`config.mk`:
```
export PLATFORM = sky130hd
export DESIGN_NAME = transitive_closure_warshall_top
export DESIGN_NICKNAME = d
export VERILOG_FILES = /design/src/hw/rtl/tcw_pkg.sv /design/src/hw/rtl/transitive_closure_warshall_top.sv /design/src/hw/rtl/tcw_ram.sv /design/src/hw/rtl/tcw_engine.sv
export SDC_FILE = /design/constraint.sdc
export NUM_CORES = 1
export LEC_CHECK = 0
export BUFFER_PORTS_ARGS = -buffer_cell sky130_fd_sc_hd__buf_2
export CORE_MARGIN = 2
export CORE_UTILIZATION = 51
export DETAILED_ROUTE_END_ITERATION = 16
export PLACE_DENSITY = 0.73
export RECOVER_POWER = 50
export REMOVE_ABC_BUFFERS = 1
export SLEW_MARGIN = 20
export SYNTH_ARGS = -nofsm -noshare
export SYNTH_HDL_FRONTEND = slang
export SYNTH_SLANG_ARGS = --single-unit
```
`constraint.sdc`:
```
create_clock -name aclk -period 4.7 [get_ports aclk]
set_input_delay 0.94 -clock aclk [delete_from_list [all_inputs] [get_ports aclk]]
set_output_delay 0.94 -clock aclk [all_outputs]
set_load 0.02 [all_outputs]
```
`src/hw/rtl/tcw_pkg.sv`:
```
// Shared widths and struct types for the transitive closure block.
// No dependencies; used by tcw_ram, tcw_engine and the top level.
`timescale 1ns / 1ps

package tcw_pkg;

    localparam int RowW   = 16;
    localparam int IdxW   = 4;
    localparam int SizeW  = 5;
    localparam int MaxRows = 16;

    typedef logic [RowW-1:0]  row_t;
    typedef logic [IdxW-1:0]  idx_t;
    typedef logic [SizeW-1:0] size_t;

    typedef struct packed {
        logic en;
        idx_t addr;
        row_t data;
    } ram_wr_t;

    typedef struct packed {
        logic en;
        idx_t addr;
    } ram_rd_t;

    typedef struct packed {
        logic compute;
        idx_t idx;
        row_t bits;
    } cmd_t;

endpackage

```
`src/hw/rtl/transitive_closure_warshall_top.sv`:
```
// Top level of the Warshall transitive closure block: stream ports,
// size register and field packing. Uses tcw_pkg and tcw_engine.
`timescale 1ns / 1ps

// A load word (tuser 0) writes one row; rows at or above the size in use
// are dropped. A compute word (tuser 1) runs the closure over the row store,
// one read-modify-write per cycle: for each of the n pivots it reads the
// pivot row and then each row in turn; then every row is read and goes out
// through a read state and a wait state, which a stalled output can hold.
// The sweep is set by the single row store port pair. Rows must be loaded
// before compute; bits above the size come back zero. The user must write
// the size register only while the block is idle; it is not enforced.
module transitive_closure_warshall_top #(
    parameter int MAX_SIZE = 16
) (
    input  logic        aclk,
    input  logic        aresetn,
    input  logic        cfg_valid,
    output logic        cfg_ready,
    input  logic [4:0]  cfg_data,     // matrix_size
    input  logic        s_tvalid,
    output logic        s_tready,
    input  logic [23:0] s_tdata,      // row_index[3:0], row_bits[19:4], pad
    input  logic        s_tuser,      // cmd
    output logic        m_tvalid,
    input  logic        m_tready,
    output logic [23:0] m_tdata,      // out_row_index[3:0], out_row_bits[19:4], pad
    output logic        m_tlast
);

    localparam int Lim   = (MAX_SIZE < tcw_pkg::MaxRows) ? MAX_SIZE : tcw_pkg::MaxRows;
    localparam int Depth = Lim;

    tcw_pkg::size_t matrix_size_reg;
    tcw_pkg::size_t size_use;
    tcw_pkg::row_t  mask;
    tcw_pkg::cmd_t  cmd;
    tcw_pkg::idx_t  out_idx;
    tcw_pkg::row_t  out_bits;

    always_ff @(posedge aclk) begin
        if (!aresetn) begin
            matrix_size_reg <= tcw_pkg::size_t'(16);
        end else if (cfg_valid) begin
            matrix_size_reg <= cfg_data;
        end
    end

    assign cfg_ready = 1'b1;

    always_comb begin
        if (matrix_size_reg == '0) begin
            size_use = tcw_pkg::size_t'(1);
        end else if (matrix_size_reg > tcw_pkg::size_t'(Lim)) begin
            size_use = tcw_pkg::size_t'(Lim);
        end else begin
            size_use = matrix_size_reg;
        end
    end

    assign mask = tcw_pkg::row_t'((32'd1 << size_use) - 32'd1);

    assign cmd.compute = s_tuser;
    assign cmd.idx     = s_tdata[3:0];
    assign cmd.bits    = s_tdata[19:4];

    tcw_engine #(.DEPTH(Depth)) u_engine (
        .aclk      (aclk),
        .aresetn   (aresetn),
        .size      (size_use),
        .mask      (mask),
        .in_valid  (s_tvalid),
        .in_ready  (s_tready),
        .in_cmd    (cmd),
        .out_valid (m_tvalid),
        .out_ready (m_tready),
        .out_idx   (out_idx),
        .out_bits  (out_bits),
        .out_last  (m_tlast)
    );

    assign m_tdata = {4'b0000, out_bits, out_idx};

endmodule

```
`src/hw/rtl/tcw_ram.sv`:
```
// Row store: one write port, one read port, registered read data.
// Same-cycle write to the read address is bypassed. Uses tcw_pkg.
`timescale 1ns / 1ps

module tcw_ram #(
    parameter int DEPTH = 16,
    parameter int AW    = 4
) (
    input  logic             aclk,
    input  tcw_pkg::ram_wr_t wr,
    input  tcw_pkg::ram_rd_t rd,
    output tcw_pkg::row_t    rd_data
);

    tcw_pkg::row_t mem [DEPTH];
    tcw_pkg::row_t rd_reg;
    tcw_pkg::row_t byp_reg;
    logic          hit_reg;

    always_ff @(posedge aclk) begin
        if (wr.en) begin
            mem[AW'(wr.addr)] <= wr.data;
        end
    end

    always_ff @(posedge aclk) begin
        if (rd.en) begin
            rd_reg  <= mem[AW'(rd.addr)];
            hit_reg <= wr.en && (wr.addr == rd.addr);
            byp_reg <= wr.data;
        end
    end

    assign rd_data = hit_reg ? byp_reg : rd_reg;

endmodule

```
`src/hw/rtl/tcw_engine.sv`:
```
// Closure sequencer: loads rows, runs the pivot/row read-modify-write
// sweep over tcw_ram and streams the result rows. Uses tcw_pkg, tcw_ram.
`timescale 1ns / 1ps

module tcw_engine #(
    parameter int DEPTH = 16
) (
    input  logic                 aclk,
    input  logic                 aresetn,
    input  tcw_pkg::size_t       size,
    input  tcw_pkg::row_t        mask,
    input  logic                 in_valid,
    output logic                 in_ready,
    input  tcw_pkg::cmd_t        in_cmd,
    output logic                 out_valid,
    input  logic                 out_ready,
    output tcw_pkg::idx_t        out_idx,
    output tcw_pkg::row_t        out_bits,
    output logic                 out_last
);

    localparam int AW = (DEPTH > 1) ? $clog2(DEPTH) : 1;
    localparam int CW = $clog2(DEPTH + 1);

    localparam logic [1:0] ST_IDLE    = 2'd0;
    localparam logic [1:0] ST_CLOSE   = 2'd1;
    localparam logic [1:0] ST_EMIT_RD = 2'd2;
    localparam logic [1:0] ST_EMIT_WT = 2'd3;

    logic [1:0]      state_reg, state_next;
    logic [AW-1:0]   z_reg, z_next;
    logic [CW-1:0]   i_reg, i_next;
    logic [AW-1:0]   e_reg, e_next;
    logic            st_v_reg, st_v_next;
    logic            st_piv_reg, st_piv_next;
    logic [AW-1:0]   st_addr_reg, st_addr_next;
    tcw_pkg::row_t   pivot_reg, pivot_next;
    tcw_pkg::idx_t   pz_reg, pz_next;
    logic            ov_reg, ov_next;
    tcw_pkg::idx_t   oi_reg, oi_next;
    tcw_pkg::row_t   od_reg, od_next;
    logic            ol_reg, ol_next;

    tcw_pkg::ram_wr_t wr;
    tcw_pkg::ram_rd_t rd;
    tcw_pkg::row_t    rd_data;
    tcw_pkg::row_t    rd_m;
    tcw_pkg::size_t   last_idx;
    logic [AW-1:0]    rd_addr;

    tcw_ram #(.DEPTH(DEPTH), .AW(AW)) u_ram (
        .aclk    (aclk),
        .wr      (wr),
        .rd      (rd),
        .rd_data (rd_data)
    );

    assign rd_m     = rd_data & mask;
    assign last_idx = size - tcw_pkg::size_t'(1);
    assign in_ready = (state_reg == ST_IDLE);

    always_comb begin
        state_next   = state_reg;
        z_next       = z_reg;
        i_next       = i_reg;
        e_next       = e_reg;
        st_v_next    = 1'b0;
        st_piv_next  = st_piv_reg;
        st_addr_next = st_addr_reg;
        pivot_next   = pivot_reg;
        pz_next      = pz_reg;
        ov_next      = ov_reg && !out_ready;
        oi_next      = oi_reg;
        od_next      = od_reg;
        ol_next      = ol_reg;
        rd_addr      = '0;
        rd.en        = 1'b0;
        rd.addr      = '0;
        wr.en        = 1'b0;
        wr.addr      = tcw_pkg::idx_t'(st_addr_reg);
        wr.data      = rd_m | (rd_m[pz_reg] ? pivot_reg : '0);

        // every row goes back masked so stray high bits are cleared
        if (st_v_reg) begin
            if (st_piv_reg) begin
                pivot_next = rd_m;
                pz_next    = tcw_pkg::idx_t'(st_addr_reg);
            end else begin
                wr.en = 1'b1;
            end
        end

        unique case (state_reg)
            ST_IDLE: begin
                if (in_valid) begin
                    if (in_cmd.compute) begin
                        z_next     = '0;
                        i_next     = '0;
                        state_next = ST_CLOSE;
                    end else if ({1'b0, in_cmd.idx} < size) begin
                        wr.en   = 1'b1;
                        wr.addr = in_cmd.idx;
                        wr.data = in_cmd.bits;
                    end
                end
            end
            ST_CLOSE: begin
                if (i_reg == '0) begin
                    rd_addr     = z_reg;
                    st_piv_next = 1'b1;
                end else begin
                    rd_addr     = AW'(i_reg - CW'(1));
                    st_piv_next = 1'b0;
                end
                rd.en        = 1'b1;
                rd.addr      = tcw_pkg::idx_t'(rd_addr);
                st_v_next    = 1'b1;
                st_addr_next = rd_addr;
                if (tcw_pkg::size_t'(i_reg) == size) begin
                    i_next = '0;
                    if (tcw_pkg::size_t'(z_reg) == last_idx) begin
                        e_next     = '0;
                        state_next = ST_EMIT_RD;
                    end else begin
                        z_next = z_reg + AW'(1);
                    end
                end else begin
                    i_next = i_reg + CW'(1);
                end
            end
            ST_EMIT_RD: begin
                rd.en      = 1'b1;
                rd.addr    = tcw_pkg::idx_t'(e_reg);
                state_next = ST_EMIT_WT;
            end
            ST_EMIT_WT: begin
                if (!ov_reg || out_ready) begin
                    ov_next = 1'b1;
                    oi_next = tcw_pkg::idx_t'(e_reg);
                    od_next = rd_m;
                    ol_next = (tcw_pkg::size_t'(e_reg) == last_idx);
                    if (tcw_pkg::size_t'(e_reg) == last_idx) begin
                        state_next = ST_IDLE;
                    end else begin
                        e_next     = e_reg + AW'(1);
                        state_next = ST_EMIT_RD;
                    end
                end
            end
            default: state_next = ST_IDLE;
        endcase
    end

    always_ff @(posedge aclk) begin
        if (!aresetn) begin
            state_reg <= ST_IDLE;
            st_v_reg  <= 1'b0;
            ov_reg    <= 1'b0;
        end else begin
            state_reg <= state_next;
            st_v_reg  <= st_v_next;
            ov_reg    <= ov_next;
        end
    end

    always_ff @(posedge aclk) begin
        z_reg       <= z_next;
        i_reg       <= i_next;
        e_reg       <= e_next;
        st_piv_reg  <= st_piv_next;
        st_addr_reg <= st_addr_next;
        pivot_reg   <= pivot_next;
        pz_reg      <= pz_next;
        oi_reg      <= oi_next;
        od_reg      <= od_next;
        ol_reg      <= ol_next;
    end

    assign out_valid = ov_reg;
    assign out_idx   = oi_reg;
    assign out_bits  = od_reg;
    assign out_last  = ol_reg;

`ifndef SYNTH
    a_stage_after_close: assert property (@(posedge aclk) disable iff (!aresetn)
        st_v_reg |-> $past(state_reg == ST_CLOSE))
        else $error("read stage valid without a closure read");

    a_pivot_after_first: assert property (@(posedge aclk) disable iff (!aresetn)
        (st_v_reg && st_piv_reg) |-> $past(i_reg == '0))
        else $error("pivot capture not preceded by pivot read");

    a_no_write_in_emit: assert property (@(posedge aclk) disable iff (!aresetn)
        (state_reg == ST_EMIT_WT) |-> !wr.en)
        else $error("row store written while emitting");

    a_write_source: assert property (@(posedge aclk) disable iff (!aresetn)
        wr.en |-> (state_reg == ST_IDLE || st_v_reg))
        else $error("row store write without a load or closure stage");
`endif

endmodule

```
## After elaboration in Yosys (flattened, before gate mapping)

Memories as Yosys holds them, arrays and structs flattened. A register that Yosys moved wholly into a read port is not among the register bits.
Cells that the tools add are included.

- Flip-flop bits (word level): 85
- Word-level logic and storage cells: 100
- Output and inout bits: 28
- Input port bits: 35
- Memories: 1
- RAM bits: 256

- Shifts and indexed selects: 1
- Equal/unequal tests: 14
- Order comparisons: 3
- $add $sub $neg: 6
- Multiplexer cells: 41
- Reductions and logical operators: 16
- Bitwise operators: 2

Memories:

| memory | depth | width | read ports | clocked after memory_dff | wr ports | line | source |
|---|---|---|---|---|---|---|---|
| u_engine.u_ram.mem | 16 | 16 | 1 | 1 | 1 | tcw_ram.sv:15 | `tcw_pkg::row_t mem [DEPTH];` |

Operator list:

| kind | number |
|---|---|
| two-way mux 21 bit | 4 |
| two-way mux 4 bit | 9 |
| two-way mux 16 bit | 2 |
| two-way mux 5 bit | 5 |
| case mux 5 bit (2 select lines) | 2 |
| bitwise AND 16 bit | 1 |
| bitwise OR 16 bit | 1 |
| case mux 4 bit (2 select lines) | 2 |
| left shift 1 x 5 -> 16 bit, first input constant | 1 |
| subtractor 16 x 1 -> 16 bit, second input constant | 1 |
| AND reduction 5 bit | 3 |
| two-way mux 2 bit | 6 |
| equality test 4 x 5 -> 1 bit | 2 |
| logical NOT 5 bit | 2 |
| two-way mux 1 bit | 9 |
| adder 4 x 1 -> 4 bit, second input constant | 2 |
| inequality test 2 x 1 -> 1 bit, second input constant | 4 |
| case mux 2 bit (4 select lines) | 1 |
| inequality test 2 bit, second input constant | 3 |
| adder 5 x 1 -> 5 bit, second input constant | 1 |
| equality test 5 bit | 1 |
| greater-than comparator 5 bit, second input constant | 1 |
| < comparator 4 x 5 -> 1 bit | 1 |
| < comparator 4 x 5 -> 1 bit, second input constant | 1 |
| other kinds (13) | 18 |

## Depth between registers and ports, before layout

- Word-level depth: 16
- Depth in mapped cells: 17
- Mapped depth without buffers: 13

## Modules after synthesis

A second synthesis with hierarchy kept.

- Cells, all modules: 847
- Area, all modules: 14,988.1 µm²

Modules (own cells, without submodules):

| module | instances | area an instance (µm²) | seq. area each (µm²) | cells an instance |
|---|---|---|---|---|
| tcw_ram | 1 | 10,959.3 | 8,678.3 | 475 |
| tcw_engine | 1 | 3,444.6 | 1,851.8 | 289 |
| transitive_closure_warshall_top | 1 | 584.3 | 100.1 | 83 |

## Worst setup path before layout

No wires, ideal clock.

- Path type: register -> register
- Start point: register matrix_size_reg[2]
- End point: register u_engine.u_ram.byp_reg[10] (data pin)
- Buffers on the path: 4
- Setup time: 0.349 ns
- Data arrival time: 4.049 ns
- Period minus slack after synthesis: 4.398 ns
- Cell stages (with the launch flop): 17
- Setup slack: 0.302 ns
- Required time: 4.351 ns
- Cell sequence: dfxtp_1 -> clkbuf_1 -> nor3_1 -> o21bai_1 -> inv_1 -> ha_1 -> clkbuf_1 -> nand2_1 -> ha_1 -> clkbuf_1 -> o21ai_0 -> a311oi_1 -> xor2_1 -> o31ai_1 -> a311oi_2 -> buf_2 -> o31ai_1

RTL lines:

| item | line | source |
|---|---|---|
| from (decl) | transitive_closure_warshall_top.sv:34 | `tcw_pkg::size_t matrix_size_reg;` |
| from (signal assigned) | transitive_closure_warshall_top.sv:43 | `matrix_size_reg <= tcw_pkg::size_t'(16);` |
| from (signal assigned) | transitive_closure_warshall_top.sv:45 | `matrix_size_reg <= cfg_data;` |
| to (signal assigned) | tcw_ram.sv:30 | `byp_reg <= wr.data;` |
| to (decl) | tcw_ram.sv:17 | `tcw_pkg::row_t byp_reg;` |

## Final worst setup path

- Start point: register matrix_size_reg[2]
- End point: memory u_engine.u_ram.mem[13][15] (netlist name), enable pin

- Cells in the longest elaborated chain, start to end: 10
- Elaborated cells between the ends (all ways): 11
- Those cells by class: order compare (2); mux (8); reduce/logical (1)

RTL lines:

| item | line | source |
|---|---|---|
| greater-than comparator 5 bit | transitive_closure_warshall_top.sv:54 | `end else if (matrix_size_reg > tcw_pkg::size_t'(Lim)) begin` |
| two-way mux 5 bit | transitive_closure_warshall_top.sv:54 |  |
| two-way mux 5 bit * | transitive_closure_warshall_top.sv:52 | `if (matrix_size_reg == '0) begin` |
| < comparator 4 x 5 -> 1 bit * | tcw_engine.sv:100 | `end else if ({1'b0, in_cmd.idx} < size) begin` |
| two-way mux 21 bit * | tcw_engine.sv:100 |  |
| two-way mux 21 bit * | tcw_engine.sv:96 | `if (in_cmd.compute) begin` |
| two-way mux 21 bit * | tcw_engine.sv:95 | `if (in_valid) begin` |
| two-way mux 21 bit * | tcw_engine.sv:93 | `unique case (state_reg)` |
| two-way mux 1 bit | tcw_ram.sv:21 | `if (wr.en) begin` |
| two-way mux 1 bit (implied by the code) | tcw_ram.sv:22 | `mem[AW'(wr.addr)] <= wr.data;` |
| to (decl) | tcw_ram.sv:15 |  |

Mark *: on every way between the ends. The rest lies on a longest branch, timed or not.

==> flow_metrics.py <==
metrics = {
    "synth": {
        "syn_area_per_cell_um2": 13.81,
        "synth_edf_count": 348,
        "synth_area_mm2": 0.01582,
        "async_flop_share_pct": 0,
        "yosys_register_bits": 357,
        "netlist_instances": 1146,
        "ys_types": 68,
        "synth_flop_cell": "edfxtp_1",
        "yosysWarnings": 0,
        "ys_seq_area_share_pct": 67.19,
    },
    "die": {
        "pin_count": 63,
        "die_w_um": 180.1,
        "initial_core_util_pct": 51.72,
        "num_rows": 64,
        "die_h_um": 180.1,
        "die-area_mm2": 0.03245,
        "coreArea_mm2": 0.03059,
    },
    "clocking": {
        "h-tree-depth": 2,
        "clk_pin_slew_ns": 0.06,
        "cts_tree": "yes",
        "cts_setup_buffers": 0,
        "insertion_delay_ns": 0.54,
        "ctsHoldBuffers": 0,
        "ctsResizeCount": 0,
        "cts_made_buffers": 37,
        "clockBufferDepth": 3,
        "clkSinkCount": 357,
        "cts_root_buf": "clkbuf_16",
    },
    "sta": {
        "fin_setup_tns_ns": 0,
        "finalHoldViolCount": 0,
        "worstMarginPinSlew_ns": 1.740,
        "finalSetupViolations": 0,
        "min_period_ns": 4.270,
        "period_share_pct": 90.86,
        "grt_setup_unrepaired": "false",
        "slew_headroom_pct": -16.21,
        "final-max-slew-violation-count": 22,
        "fin_skew_ns": 0.02331,
        "clock.fmax_ghz": 0.2342,
    },
    "setup_path": {
        "cp_num_buf_inv": 5,
        "worstSetupPathType": "reg -> reg",
        "cp-end-kind": "register",
        "cp-start-kind": "register",
        "crit_slowest_cell": "clkbuf_1",
        "critPathMaxFanout": 37,
        "critical_path_arrival_ns": 4.41,
        "path_common_cell": "buf_4",
        "max_stage_delay_ns": 0.85,
        "crit_chain": "buf_4, nor2b_1, buf_4, inv_1, ha_1, or4_1, a21oi_4, buf_2, a31oi_1, nor2_1, clkbuf_1",
        "required_ns": 4.84,
        "path_delay_family": "buffers and inverters",
    },
    "global_routing": {
        "grt_pass1_vias": 9889,
        "grt_max_degree": 66,
        "antenna_found_initial": 1,
        "grt_first_pass_wirelength_mm": 56.42,
        "grt.total_usage_pct": 22.38,
        "grt_overflow": 0,
    },
    "power": {
        "p_per_area_mw_per_mm2": 531.3,
        "vdd_drop_max_uv": 264.1,
        "combPwrFrac_pct": 23.8,
        "internal_power_mw": 6.587,
        "power.leakage_nw": 6.092,
        "switchingPower_mw": 2.942,
        "sw_frac_of_total_pct": 30.87,
        "clockPowerShare_pct": 30.3,
        "seq_power_share_pct": 45.9,
    },
    "cells_and_area": {
        "area_delta_synth_final_pct": 13.35,
        "largest_reg_flops": 256,
        "num_antenna_cells": 0,
        "postLayoutCellArea_mm2": 0.01793,
        "fin_nets": 1269,
        "drive_gt1_share_pct": 13.82,
        "largest_register": "u_engine.u_ram.mem",
    },
    "drt": {
        "vias_per_cell": 6.160,
        "ant_nets": 0,
        "routed_wl_mm": 36.66,
        "drc": 0,
        "post_drt_wl_per_cell_um": 22.34,
        "first_pass_iters": 5,
        "first_iter_violations": 1108,
        "route.vias.total": 10110,
    },
    "run_status": {
        "outcome": "finished with violations",
        "violations": "capacitance limit, slew limit",
    },
    "placement": {
        "place_congestion": 0.8848,
        "io_buffers": 53,
        "placed_area_mm2": 0.01678,
        "dp_hpwl_mm": 23.02,
    },
    "worst_hold_path": {
        "min_path_type": "reg -> reg",
    },
    "run": {
        "drv_cap": 1,
    },
}
[cells by family (layout without fill, tap and decap cells)]
group / count (synthesis) / count (layout) / synth area share, %
other: 2 / 5 / 0.04747
DFF: 357 / 357 / 67.19
adders and majority gates: 18 / 18 / 1.424
buffers and inverters: 124 / 220 / 3.669
xor gates and xnor gates: 26 / 26 / 1.439
muxes: 60 / 60 / 3.907
and+or+nand+nor: 317 / 317 / 10.76
AOI/OAI and AO/OA: 242 / 242 / 11.56
[layout by cell type (no fill, tap or decap), drive strengths merged, types with 18 or more instances in the layout]
cell	instances
a311oi	29
a211oi	70
buf	69
nor2	50
nand2	81
ha	18
edfxtp	348
or3	40
clkbuf	93
o31ai	19
and3	46
o211ai	32
inv	40
mux2i	55
a21oi	28
o21ai	18
[worst min-delay path: stages (launching register included)]
cell      delay (ns)
dfxtp_1         0.35
o41ai_1         0.08
a21boi_0        0.08
[power by group through the flow]
stage	combinational (mW)	clock [mW]	sequential [mW]
6_report	2.27	2.88	4.38
5_1_grt	2.46	3.04	4.40
4_1_cts	2.23	2.92	4.38
3_5_place_dp	2.22	0	4.44
3_3_place_gp	2.15	0	4.43
2_1_floorplan	1.29	0	4.41
[cells in the mapped netlist (3+ instances only)]
library cell  number  area (um2)
edfxtp_1         348       10450
nand2_1           81       304.0
a211oi_1          60       450.4
mux2i_1           55       550.5
nor2_1            50       187.7
clkbuf_1          49       183.9
and3_1            44       275.3
or3_1             40       250.2
inv_1             38       142.6
o211ai_1          32       240.2
a21oi_1           28       140.1
a311oi_1          28       245.2
o31ai_1           19       142.6
ha_1              18       225.2
buf_2             17       85.08
or4_1             17       127.6
nor3_1            16       80.08
o21ai_0           16       80.08
xnor2_1           16       140.1
a31oi_1           12       75.07
nand3_1           12       60.06
nor2b_1           12       75.07
nand2b_1          11       68.82
a211oi_2          10       125.1
xor2_1            10       87.58
and2_1             9       56.30
buf_6              9       101.4
dfxtp_1            9       180.2
buf_4              5       37.54
buf_1              4       15.01
mux2_2             4       45.04
nor4b_1            4       35.03
a21boi_0           3       22.52
nand4_1            3       18.77
nor3b_1            3       22.52
o21a_1             3       22.52
o22ai_1            3       18.77
o31a_1             3       26.28
[per-stage QoR]
stage	utilization, %	setup slack (ns)	power, mW	hold WS (ns)	std cells
detailed placement	54.87	0.3470	6.664	0.5404	1573
global route	58.63	0.2145	9.901	0.5701	1641
finish	58.63	0.4298	9.528	0.5623	1641
floorplan	-	-1.622	5.693	0.4872	1063
global placement	54.81	0.4939	6.578	0.5058	1573
CTS	58.81	0.3055	9.535	0.5618	1641
[layout make-up]
| type | count | area (um2) |
|---|---|---|
| fillers | 2308 | 12660 |
| flip-flops and latches | 357 | 10630 |
| multi-input cells | 668 | 4785 |
| clock buffers | 48 | 1008 |
| repair buffers | 114 | 675.6 |
| well taps | 396 | 495.5 |
| clock inverters | 20 | 196.4 |
| inverters | 38 | 142.6 |
[routing by layer]
metal | part of all wire, % | up-vias | wire length (um) | global-route usage (%)
met5 | 0.049 | - | 18 | 0
met4 | 2.8 | 2 | 1024 | 7.710
met3 | 8.0 | 63 | 2927 | 3.436
met2 | 46 | 444 | 16860 | 35.19
met1 | 43 | 5007 | 15830 | 32.11
li1 | - | 4593 | - | -
[path summary, 6_finish.rpt]
| path | from | to | slack (ns) | cells past startpoint |
|---|---|---|---|---|
| hold reg to reg | u_engine.state_reg[1]$_SDFFE_PN0P_ | u_engine.state_reg[1]$_SDFFE_PN0P_ | 0.56 | 2 |
| setup / recovery | matrix_size_reg[2]$_SDFFE_PN0P_ | u_engine.u_ram.mem[13][15]$_DFFE_PP_ | 0.43 | 11 |
| hold / removal | u_engine.state_reg[1]$_SDFFE_PN0P_ | u_engine.state_reg[1]$_SDFFE_PN0P_ | 0.56 | 2 |
| setup reg to reg | matrix_size_reg[2]$_SDFFE_PN0P_ | u_engine.u_ram.mem[13][15]$_DFFE_PP_ | 0.43 | 11 |
No activity file was read; power rests on OpenSTA's default activity.
